### src/hw/rtl/fpt_pkg.sv
// Shared types and constants for the fault priority table.
`timescale 1ns / 1ps

package fpt_pkg;

    // Operation codes carried on i_operation
    localparam logic [1:0] OP_INSERT = 2'd0;
    localparam logic [1:0] OP_REMOVE = 2'd1;
    localparam logic [1:0] OP_PEEK   = 2'd2;
    localparam logic [1:0] OP_NONE   = 2'd3;

    // Level that is never selected by a peek
    localparam logic [7:0] NEVER_LEVEL = 8'hff;

    // One stored fault report
    typedef struct packed {
        logic [7:0]  board;
        logic [15:0] code;
        logic [7:0]  level;
    } t_entry;

    localparam int ENTRY_W = $bits(t_entry);

endpackage

### src/hw/rtl/fpt_ram.sv
// Generic single-port-write, single-port-read RAM with registered read data.
`timescale 1ns / 1ps

module fpt_ram #(
    parameter int WIDTH = 32,
    parameter int DEPTH = 16
) (
    input  logic                                 i_clk,
    input  logic                                 i_we,
    input  logic [(DEPTH > 1 ? $clog2(DEPTH) : 1)-1:0] i_waddr,
    input  logic [WIDTH-1:0]                     i_wdata,
    input  logic [(DEPTH > 1 ? $clog2(DEPTH) : 1)-1:0] i_raddr,
    output logic [WIDTH-1:0]                     o_rdata
);

    logic [WIDTH-1:0] r_mem [DEPTH];
    logic [WIDTH-1:0] r_rdata;

    // write port and registered read port
    always_ff @(posedge i_clk) begin
        if (i_we) begin
            r_mem[i_waddr] <= i_wdata;
        end
        r_rdata <= r_mem[i_raddr];
    end

    assign o_rdata = r_rdata;

endmodule

### src/hw/rtl/fault_priority_table.sv
// Fault priority table: top level with slot memory and scan sequencer.
`timescale 1ns / 1ps

// A table of SLOTS fault reports (board id, error code, level) held in one
// synchronous RAM. Every request is a linear scan of that RAM, one slot per
// cycle: insert stops at the first empty slot (error code zero), remove stops
// at the first slot matching board id and error code, peek walks all slots and
// returns the lowest-level non-empty slot, lowest index on ties, never level
// 255. A request is taken when start is high and busy is low; its result shows
// on the o_ ports with o_valid high for exactly one cycle, and the receiver
// cannot stall it. A scan reads at most SLOTS slots, always SLOTS for peek;
// operation 3 answers with all zero fields in the cycle after accept. busy
// drops while the result is shown, so the next request can be taken at the
// edge that takes the result. The single RAM read port sets the scan rate.
// Per-slot valid flops cleared by reset make the table empty at once; no
// clearing pass is needed.
module fault_priority_table #(
    parameter int SLOTS = 16
) (
    input  logic        i_clk,
    input  logic        i_rst_n,
    input  logic        start,
    output logic        busy,
    input  logic [1:0]  i_operation,
    input  logic [7:0]  i_board_id,
    input  logic [15:0] i_error_code,
    input  logic [7:0]  i_level,
    output logic        o_valid,
    output logic        o_ok,
    output logic [7:0]  o_top_board_id,
    output logic [15:0] o_top_error_code,
    output logic [7:0]  o_top_level
);

    localparam int IW = (SLOTS > 1) ? $clog2(SLOTS) : 1;
    localparam logic [IW-1:0] LAST_IDX = IW'(SLOTS - 1);

    localparam logic [0:0] S_IDLE = 1'b0;
    localparam logic [0:0] S_SCAN = 1'b1;

    logic [0:0]       r_state, n_state;
    logic [IW-1:0]    r_idx, n_idx;
    logic [SLOTS-1:0] r_valid, n_valid;
    logic [1:0]       r_op;
    fpt_pkg::t_entry  r_req;
    fpt_pkg::t_entry  r_best, n_best;
    logic             r_found, n_found;
    logic [7:0]       r_best_lvl, n_best_lvl;

    logic             r_out_valid, n_out_valid;
    logic             r_out_ok, n_out_ok;
    fpt_pkg::t_entry  r_out, n_out;

    logic                         ram_we;
    logic [fpt_pkg::ENTRY_W-1:0]  ram_q;
    fpt_pkg::t_entry              slot;
    logic                         accept;
    logic                         last;

    assign accept = start && (r_state == S_IDLE);
    assign busy   = (r_state != S_IDLE);
    assign last   = (r_idx == LAST_IDX);

    // slot memory; an entry whose valid bit is clear reads as all zero
    fpt_ram #(
        .WIDTH (fpt_pkg::ENTRY_W),
        .DEPTH (SLOTS)
    ) u_slots (
        .i_clk   (i_clk),
        .i_we    (ram_we),
        .i_waddr (r_idx),
        .i_wdata (r_req),
        .i_raddr (n_idx),
        .o_rdata (ram_q)
    );

    assign slot = r_valid[r_idx] ? fpt_pkg::t_entry'(ram_q) : fpt_pkg::t_entry'('0);

    // scan sequencer
    always_comb begin
        n_state     = r_state;
        n_idx       = r_idx;
        n_valid     = r_valid;
        n_best      = r_best;
        n_found     = r_found;
        n_best_lvl  = r_best_lvl;
        n_out_valid = 1'b0;
        n_out_ok    = r_out_ok;
        n_out       = r_out;
        ram_we      = 1'b0;
        case (r_state)
            S_IDLE: begin
                n_idx      = '0;
                n_best     = '0;
                n_found    = 1'b0;
                n_best_lvl = fpt_pkg::NEVER_LEVEL;
                if (accept) begin
                    if (i_operation == fpt_pkg::OP_NONE) begin
                        n_out_valid = 1'b1;
                        n_out_ok    = 1'b0;
                        n_out       = '0;
                    end else begin
                        n_state = S_SCAN;
                    end
                end
            end
            S_SCAN: begin
                n_idx = r_idx + IW'(1);
                case (r_op)
                    fpt_pkg::OP_INSERT: begin
                        if (slot.code == '0) begin
                            ram_we           = 1'b1;
                            n_valid[r_idx]   = 1'b1;
                            n_state          = S_IDLE;
                            n_out_valid      = 1'b1;
                            n_out_ok         = 1'b1;
                            n_out            = '0;
                        end else if (last) begin
                            n_state     = S_IDLE;
                            n_out_valid = 1'b1;
                            n_out_ok    = 1'b0;
                            n_out       = '0;
                        end
                    end
                    fpt_pkg::OP_REMOVE: begin
                        if (slot.board == r_req.board && slot.code == r_req.code) begin
                            n_valid[r_idx] = 1'b0;
                            n_state        = S_IDLE;
                            n_out_valid    = 1'b1;
                            n_out_ok       = 1'b1;
                            n_out          = '0;
                        end else if (last) begin
                            n_state     = S_IDLE;
                            n_out_valid = 1'b1;
                            n_out_ok    = 1'b0;
                            n_out       = '0;
                        end
                    end
                    fpt_pkg::OP_PEEK: begin
                        if (slot.code != '0 && slot.level < r_best_lvl) begin
                            n_best     = slot;
                            n_found    = 1'b1;
                            n_best_lvl = slot.level;
                        end
                        if (last) begin
                            n_state     = S_IDLE;
                            n_out_valid = 1'b1;
                            n_out_ok    = n_found;
                            n_out       = n_best;
                        end
                    end
                    default: begin
                        n_state     = S_IDLE;
                        n_out_valid = 1'b1;
                        n_out_ok    = 1'b0;
                        n_out       = '0;
                    end
                endcase
                if (n_state == S_IDLE) begin
                    n_idx = '0;
                end
            end
            default: begin
                n_state = S_IDLE;
            end
        endcase
    end

    // control registers
    always_ff @(posedge i_clk) begin
        if (!i_rst_n) begin
            r_state     <= S_IDLE;
            r_idx       <= '0;
            r_valid     <= '0;
            r_out_valid <= 1'b0;
        end else begin
            r_state     <= n_state;
            r_idx       <= n_idx;
            r_valid     <= n_valid;
            r_out_valid <= n_out_valid;
        end
    end

    // request and result payload
    always_ff @(posedge i_clk) begin
        if (accept) begin
            r_op        <= i_operation;
            r_req.board <= i_board_id;
            r_req.code  <= i_error_code;
            r_req.level <= i_level;
        end
        r_best     <= n_best;
        r_found    <= n_found;
        r_best_lvl <= n_best_lvl;
        r_out_ok   <= n_out_ok;
        r_out      <= n_out;
    end

    assign o_valid          = r_out_valid;
    assign o_ok             = r_out_ok;
    assign o_top_board_id   = r_out.board;
    assign o_top_error_code = r_out.code;
    assign o_top_level      = r_out.level;

    // a result only follows an accepted request or a running scan
    a_result_origin: assert property (@(posedge i_clk) disable iff (!i_rst_n)
        o_valid |-> $past(busy || start))
        else $error("result without request");

    // every finished scan produces a result
    a_scan_ends_in_result: assert property (@(posedge i_clk) disable iff (!i_rst_n)
        $fell(busy) |-> o_valid)
        else $error("scan ended without result");

    // a reported entry is never an empty slot and never the excluded level
    a_peek_fields: assert property (@(posedge i_clk) disable iff (!i_rst_n)
        (o_valid && o_top_error_code != '0) |-> (o_ok && o_top_level != fpt_pkg::NEVER_LEVEL))
        else $error("bad peek result");

    // a failed request reports all zero fields
    a_fail_zero: assert property (@(posedge i_clk) disable iff (!i_rst_n)
        (o_valid && !o_ok) |-> (o_top_board_id == '0 && o_top_error_code == '0
                                && o_top_level == '0))
        else $error("failed request with nonzero fields");

endmodule
### config.mk
export PLATFORM = sky130hd
export DESIGN_NAME = fault_priority_table
export DESIGN_NICKNAME = d
export VERILOG_FILES = /design/src/hw/rtl/fpt_pkg.sv /design/src/hw/rtl/fpt_ram.sv /design/src/hw/rtl/fault_priority_table.sv
export SDC_FILE = /design/constraint.sdc
export NUM_CORES = 1
export LEC_CHECK = 0
export BUFFER_PORTS_ARGS = -buffer_cell sky130_fd_sc_hd__buf_2
export CAP_MARGIN = 10
export CORE_ASPECT_RATIO = 1.1
export CORE_MARGIN = 5
export CORE_UTILIZATION = 55
export DETAILED_ROUTE_END_ITERATION = 12
export PLACE_DENSITY = 0.72
export SYNTH_ARGS = -nofsm -noshare
export SYNTH_HDL_FRONTEND = slang
export SYNTH_SLANG_ARGS = --single-unit
### constraint.sdc
create_clock -name i_clk -period 5.8 [get_ports i_clk]
set_input_delay 0.87 -clock i_clk [delete_from_list [all_inputs] [get_ports i_clk]]
set_output_delay 0.87 -clock i_clk [all_outputs]
set_load 0.02 [all_outputs]
; Yosys cells after proc, flatten, opt, wreduce, memory -nomap -nowiden
; Memories as Yosys holds them, arrays and structs flattened. A register that Yosys moved wholly into a read port is not among the register bits.
; Cells that the tools add are included.
[op_classes]
addsub = 1
magnitude_cmp = 3
eq_ne = 13
mux = 55
bitwise_logic = 4
n_reduce_logical = 11
[op_table]
columns = operator, n
row1 = 2-to-1 mux 32 bit, 9
row2 = case mux 32 bit (2 select lines), 2
row3 = case mux 32 bit (3 select lines), 1
row4 = 2-to-1 mux 16 bit, 2
row5 = case mux 16 bit (2 select lines), 1
row6 = 2-to-1 mux 1 bit, 26
row7 = bitwise AND 16 bit, 1
row8 = == test 16 bit, 1
row9 = zero test 16 bit, 1
row10 = 2-to-1 mux 8 bit, 2
row11 = inverter 16 bit, 1
row12 = OR 16 bit, 1
row13 = case mux 8 bit (2 select lines), 1
row14 = nonzero test 16 bit, 1
row15 = case mux 1 bit (3 select lines), 3
row16 = == test 8 bit, 1
row17 = < comparator 8 bit, 1
row18 = case mux 1 bit (2 select lines), 4
row19 = case mux 4 bit (2 select lines), 1
row20 = "!= test 2 x 1 -> 1 bit, second input constant", 3
row21 = "!= test 2 bit, second input constant", 3
row22 = "< comparator 4 x 5 -> 1 bit, second input constant", 1
row23 = "adder 4 x 1 -> 4 bit, second input constant", 1
row24 = binary-select mux 1 bit (select 4 bit), 1
row25 = other kinds (14), 18
[totals]
register_bits = 130
ram_bits = 512
inputBits = 37
output_inout_bits = 35
n_memories = 1
[mem_list]
columns = name, depth, width, read_ports, rd_ports_with_merged_regs, write_ports, line
row1 = u_slots.r_mem, 16, 32, 1, 1, 1, fpt_ram.sv:16  ; logic [WIDTH-1:0] r_mem [DEPTH];

; Longest topological paths before layout
[logic_depth]
depth_word = 10
depth_mapped = 16
mapped_depth_nobuf = 11

; Cells and area by module
; A second synthesis with hierarchy kept.
[unflattened]
hier_cells = 1431
area_unflattened_um2 = 26588.0
[by_module_without_submodules]
columns = mod, n_inst, cells_per_inst, area_per_inst_um2, seq_area_each_um2
row1 = fpt_ram, 1, 838, 19835.3, 16015.4
row2 = fault_priority_table, 1, 593, 6752.7, 3683.5

; Worst setup path after synthesis
; No wires, ideal clock.
[synth_timing]
path_type = reg-to-reg
from = register r_idx[0]
to = memory u_slots.r_mem[10][0] (enable)
arrival_time_ns = 3.674
required_time_ns = 5.378
path_slack_ns = 1.703
stages_incl_launch_ff = 11
synth_period_minus_slack_ns = 4.097
path_cell_list = dfxtp_1 -> mux4_2 -> o2bb2a_4 -> buf_6 -> buf_6 -> a21bo_2 -> nand2_1 -> nor2_1 -> clkbuf_1 -> nand2_1 -> nor2_1
[synth_between]
elab_chain_cells = 9
[synth_lines]
columns = element, line
row1 = "start, declared", fault_priority_table.sv:42  ; logic [IW-1:0] r_idx, n_idx;
row2 = "start signal, assigned", fault_priority_table.sv:178  ; r_idx <= n_idx;
row3 = binary-select mux 1 bit (select 4 bit), fault_priority_table.sv:77  ; assign slot = r_valid[r_idx] ? fpt_pkg::t_entry'(ram_q) : fpt_pkg::t_entry'('0);
row4 = 2-to-1 mux 1 bit (not written as such), fault_priority_table.sv:77
row5 = 2-to-1 mux 32 bit, fault_priority_table.sv:77
row6 = zero test 16 bit, fault_priority_table.sv:111  ; if (slot.code == '0) begin
row7 = 2-to-1 mux 1 bit, fault_priority_table.sv:111
row8 = 2-to-1 mux 1 bit, fault_priority_table.sv:109  ; case (r_op)
row9 = 2-to-1 mux 1 bit, fault_priority_table.sv:91  ; case (r_state)
row10 = 2-to-1 mux 1 bit, fpt_ram.sv:21  ; if (i_we) begin
row11 = 2-to-1 mux 1 bit (not written as such), fpt_ram.sv:22  ; r_mem[i_waddr] <= i_wdata;
row12 = "end, declared", fpt_ram.sv:16
; Several ways; a longest one is shown, not always the timed one. The select of a mux whose other input is x is not followed.

; Final worst setup path
[layout_timing]
from = register r_idx[3]
to = register u_slots.r_rdata[0], in the netlist u_slots.o_rdata[0] (read register of u_slots.r_mem)
[layout_between]
elab_chain_cells = 10
word_cells_on_any_way = 16
classes_between = 1 x add/sub / 3 x eq/ne / 10 x mux / 2 x reduce/logical
[layout_lines]
columns = element, line
row1 = binary-select mux 1 bit (select 4 bit), fault_priority_table.sv:77
row2 = 2-to-1 mux 1 bit (not written as such), fault_priority_table.sv:77
row3 = 2-to-1 mux 32 bit, fault_priority_table.sv:77
row4 = == test 16 bit or == test 8 bit (tied branches), fault_priority_table.sv:126  ; if (slot.board == r_req.board && slot.code == r_req.code) begin
row5 = logical AND 1 bit, fault_priority_table.sv:126
row6 = 2-to-1 mux 1 bit, fault_priority_table.sv:126
row7 = case mux 1 bit (3 select lines), fault_priority_table.sv:109
row8 = 2-to-1 mux 1 bit, fault_priority_table.sv:91
row9 = 2-to-1 mux 4 bit (*), fault_priority_table.sv:159  ; if (n_state == S_IDLE) begin
row10 = case mux 4 bit (2 select lines) (*), fault_priority_table.sv:91
row11 = "end, declared", fpt_ram.sv:17  ; logic [WIDTH-1:0] r_rdata;
; Mark *: on every way between the ends. The rest lies on a longest branch, timed or not. The select of a mux whose other input is x is not followed.
; A chain may end at the register's enable or synchronous reset.

==> results.txt <==
----------------------------------------------------
[Synthesis]
  Share of Yosys cell area claimed by the top area cell type ... 0.666
  Unique masters post-synth ... 59
  Average cell area after synthesis ... 16.6 um2
  Share of synthesized area spent on multiplexers ... 0.105
  Mapped Area ... 28000 um2
  Number of enable-type register cells in the synthesized netlist ... 620
  Synth warn ... 0
  Post-synthesis share of cell area spent on full adders, half adders and majority gates ... 0.00492
  Top cells by area in the synthesized netlist ... sky130_fd_sc_hd__edfxtp_1, sky130_fd_sc_hd__mux4_2, sky130_fd_sc_hd__dfxtp_1, sky130_fd_sc_hd__mux2i_1, sky130_fd_sc_hd__nand4_1
  Biggest area consumer among synthesized cells ... sky130_fd_sc_hd__edfxtp_1
  Async set or reset register ratio after synthesis ... 0
  Top_reg_cell synth ... sky130_fd_sc_hd__edfxtp_1
  Synth Instances ... 1689
  Simple-Gate Fraction of Synth Area ... 0.0646
  Post-synthesis sequential element count ... 674
  Complex-gate fraction of the synthesized area ... 0.0929
  Post-Synthesis Net Count ... 1737
  Xor/xnor share of the synthesized area ... 0.00470
  Combinational family with the most area after synthesis ... multiplexers
  Register area share after synthesis ... 0.705

[Worst setup path]
  Worst setup path class ... reg2reg
  Critical Path Sink ... u_slots.o_rdata[0]
  Worst endpoint required time ... 6.29 ns
  Reg-to-Reg End ... u_slots.o_rdata[0]
  Critical-path maximum fanout ... 33
  Critical path arrival ... 5.38 ns
  Critical Path Sink Type ... flop
  Source of the critical timing path ... r_idx[3]
  Reg2Reg Depth ... 11
  Kind of launch point of the worst setup path ... flop
  Source of the worst register-to-register timing path ... r_idx[3]
  Flop-to-flop setup slack ... 0.91 ns

[Global route]
  Antenna violations before repair ... 0
  Global-route wire length before repair ... 103000 um
  Total track usage ... 0.245
  Global-route congestion overflow total ... 0
  Number of global-route vias before repair ... 16500
  Maximum number of pins on one net before global-route repair ... 69

[Layout]
  Synth-to-Final Area Change ... 12.4%
  Top library cells by usage in the layout, fill and taps aside ... sky130_fd_sc_hd__edfxtp_1, sky130_fd_sc_hd__mux4_2, sky130_fd_sc_hd__buf_2
  Most common cell after layout, fill and taps aside ... sky130_fd_sc_hd__edfxtp_1
  Ant diodes ... 0
  Share of post-route cells with drive strength above 1 ... 0.196
  Core Util, Final ... 0.625
  Number of fill cells in the layout ... 3500
  Final-stage net count ... 1802

[Clock tree]
  Number of clock sinks ... 674
  Max Root-Sink Buffers ... 3
  Number of buffers inserted to repair setup after CTS ... 0
  Cts repair resizes ... 0
  Clk pin slew, worst setup/hold paths ... 0.06 ns
  Cts-stage hold buffer count ... 0
  Number of buffers created by CTS ... 68
  Clock insertion delay at the later pin of the skew report ... 0.61 ns
  CTS tree ... done
  Max H-tree Level ... 3
  Clock Tree Root ... sky130_fd_sc_hd__clkbuf_16

[Floorplan]
  Initial Utilization ... 0.556
  Total Die Area ... 55400 um2
  Core region area ... 50300 um2
  Boundary pin count ... 72
  X dimension of the die ... 225 um
  Std cell rows ... 86
  Floorplan die height ... 246 um

[Routing]
  Remaining design rule violation count ... 0
  Antenna-violating nets left ... 0
  Post-detailed-route via-to-cell ratio ... 6.69
  Total iterations of the first detailed-routing run ... 8
  Total Wirelength ... 67800 um
  Routed length per placed instance ... 27.5 um
  Number of DRC violations after detailed-routing iteration 0 ... 2013
  DR vias ... 16500

[Placed design]
  Placer congestion estimate ... 0.913
  Half-perimeter wire length of the detailed placement result ... 40000 um
  Input/output buffers ... 71

[Timing]
  Unrepaired setup endpoints after global routing ... false
  Clock skew ... 0.0256 ns
  Worst-margin pin slew ... 1.26 ns
  Portion of the clock cycle consumed by the worst path in the final layout ... 0.842
  Minimum period implied by the final worst setup slack ... 4.89 ns
  Max_slew headroom ... 0.159
  Hold violation count in the final report ... 0
  # setup viols final ... 0
  Sum Neg Setup Slack ... 0 ns
  Highest achievable clock rate ... 205 MHz
  Final Slew Violations ... 0

[Pwr]
  Maximum vdd drop ... 0.210 mV
  Pwr dens ... 331 nW/um2
  Static Leak ... 9.66 nW
  Total design power ... 10.4 mW

[Run]
  Number of max-capacitance violations reported ... 0

[Status]
  Outcome ... finished clean

[Hold path]
  Type of the tightest min-delay check ... in2reg

----------------------------------------------------
-- final cells by class --
type	count	area [um2]	area share
clock buffer	91	1850	0.0589
timing repair buffer	126	808	0.0257
inverter	19	71.3	0.00227
sequential	674	19700	0.627
tap	660	826	0.0263
multi-input combinational	865	7790	0.248
clock inverter	31	380	0.0121
-- critical path, stage by stage, from the launching register on --
cell and delay (ns):
sky130_fd_sc_hd__dfxtp_1 0.81, sky130_fd_sc_hd__mux2i_1 0.29, sky130_fd_sc_hd__o22a_1 0.49, sky130_fd_sc_hd__a21bo_4 0.35
sky130_fd_sc_hd__a21boi_4 0.11, sky130_fd_sc_hd__o21ai_2 0.13, sky130_fd_sc_hd__buf_4 0.43, sky130_fd_sc_hd__nor3b_1 0.47
sky130_fd_sc_hd__and3_1 1.01, sky130_fd_sc_hd__buf_4 0.30, sky130_fd_sc_hd__o32ai_1 0.09, sky130_fd_sc_hd__o211ai_1 0.28
-- synth_stat cells, types with 35 or more instances --
cell type / n
sky130_fd_sc_hd__nand2_1: 56
sky130_fd_sc_hd__edfxtp_1: 620
sky130_fd_sc_hd__mux4_2: 97
sky130_fd_sc_hd__nor2_1: 35
sky130_fd_sc_hd__o21ai_0: 58
sky130_fd_sc_hd__nand4_1: 64
sky130_fd_sc_hd__mux2i_1: 70
sky130_fd_sc_hd__nand3_1: 39
sky130_fd_sc_hd__clkbuf_1: 91
sky130_fd_sc_hd__a41oi_1: 41
sky130_fd_sc_hd__o31ai_1: 45
sky130_fd_sc_hd__nor2b_1: 35
sky130_fd_sc_hd__dfxtp_1: 54
-- registers in the layout, summed over array words and instances, names as in the netlist, named ones only --
signal            flops
u_slots.r_mem       512
r_best               32
r_req                32
u_slots.o_rdata      32
o_top_error_code     16
o_top_board_id        8
o_top_level           8
r_best_lvl            8
r_idx                 4
r_op                  2
busy                  1
o_ok                  1
o_valid               1
r_found               1
-- cells by family after synthesis --
| group | after synthesis |
|---|---|
| fa+ha+maj | 11 |
| compound gates | 348 |
| buf+inv | 150 |
| mux | 170 |
| simple gates | 321 |
| flops | 674 |
| xor+xnor | 15 |
-- where the power goes --
part           switching, mW  internal [mW]  leakage (nW)
combinational          0.299          0.174          2.42
clock                   1.81           2.61          1.09
sequential             0.114           5.41          6.15
total                   2.22           8.20          9.66
-- per-stage QoR --
stage | cell area (um2) | setup WS, ns | hold WS (ns) | instances
after floorplan | 28000 | 1.70 | 0.435 | 1689
after global placement | 29200 | 1.21 | 0.461 | 2342
after detailed placement | 29200 | 1.08 | 0.473 | 2343
after CTS | 31400 | 1.08 | 0.406 | 2465
after global routing | 31400 | 0.691 | 0.423 | 2466
final | 31400 | 0.914 | 0.439 | 2466
-- how the worst min path moves through the flow --
stage,slack [ns],start,cells after the start,end
after floorplan,0.44,flop,2,flop
after global placement,0.46,flop,2,flop
after detailed placement,0.47,flop,2,flop
after CTS,0.41,i_error_code[7],1,r_req[15]
after global routing,0.42,i_error_code[4],1,r_req[12]
final,0.44,i_error_code[7],1,r_req[15]
-- metal layers --
layer / part of all wire / up-vias / wire length [um] / global-route usage
met4: 0.026 / 0 / 1730 / 0.0729
met2: 0.47 / 922 / 32100 / 0.386
met5: 0 / - / 0 / 0
met1: 0.40 / 8379 / 27200 / 0.351
li1: - / 7083 / - / -
met3: 0.10 / 124 / 6750 / 0.0495
Power figures use the tool's default switching activity.
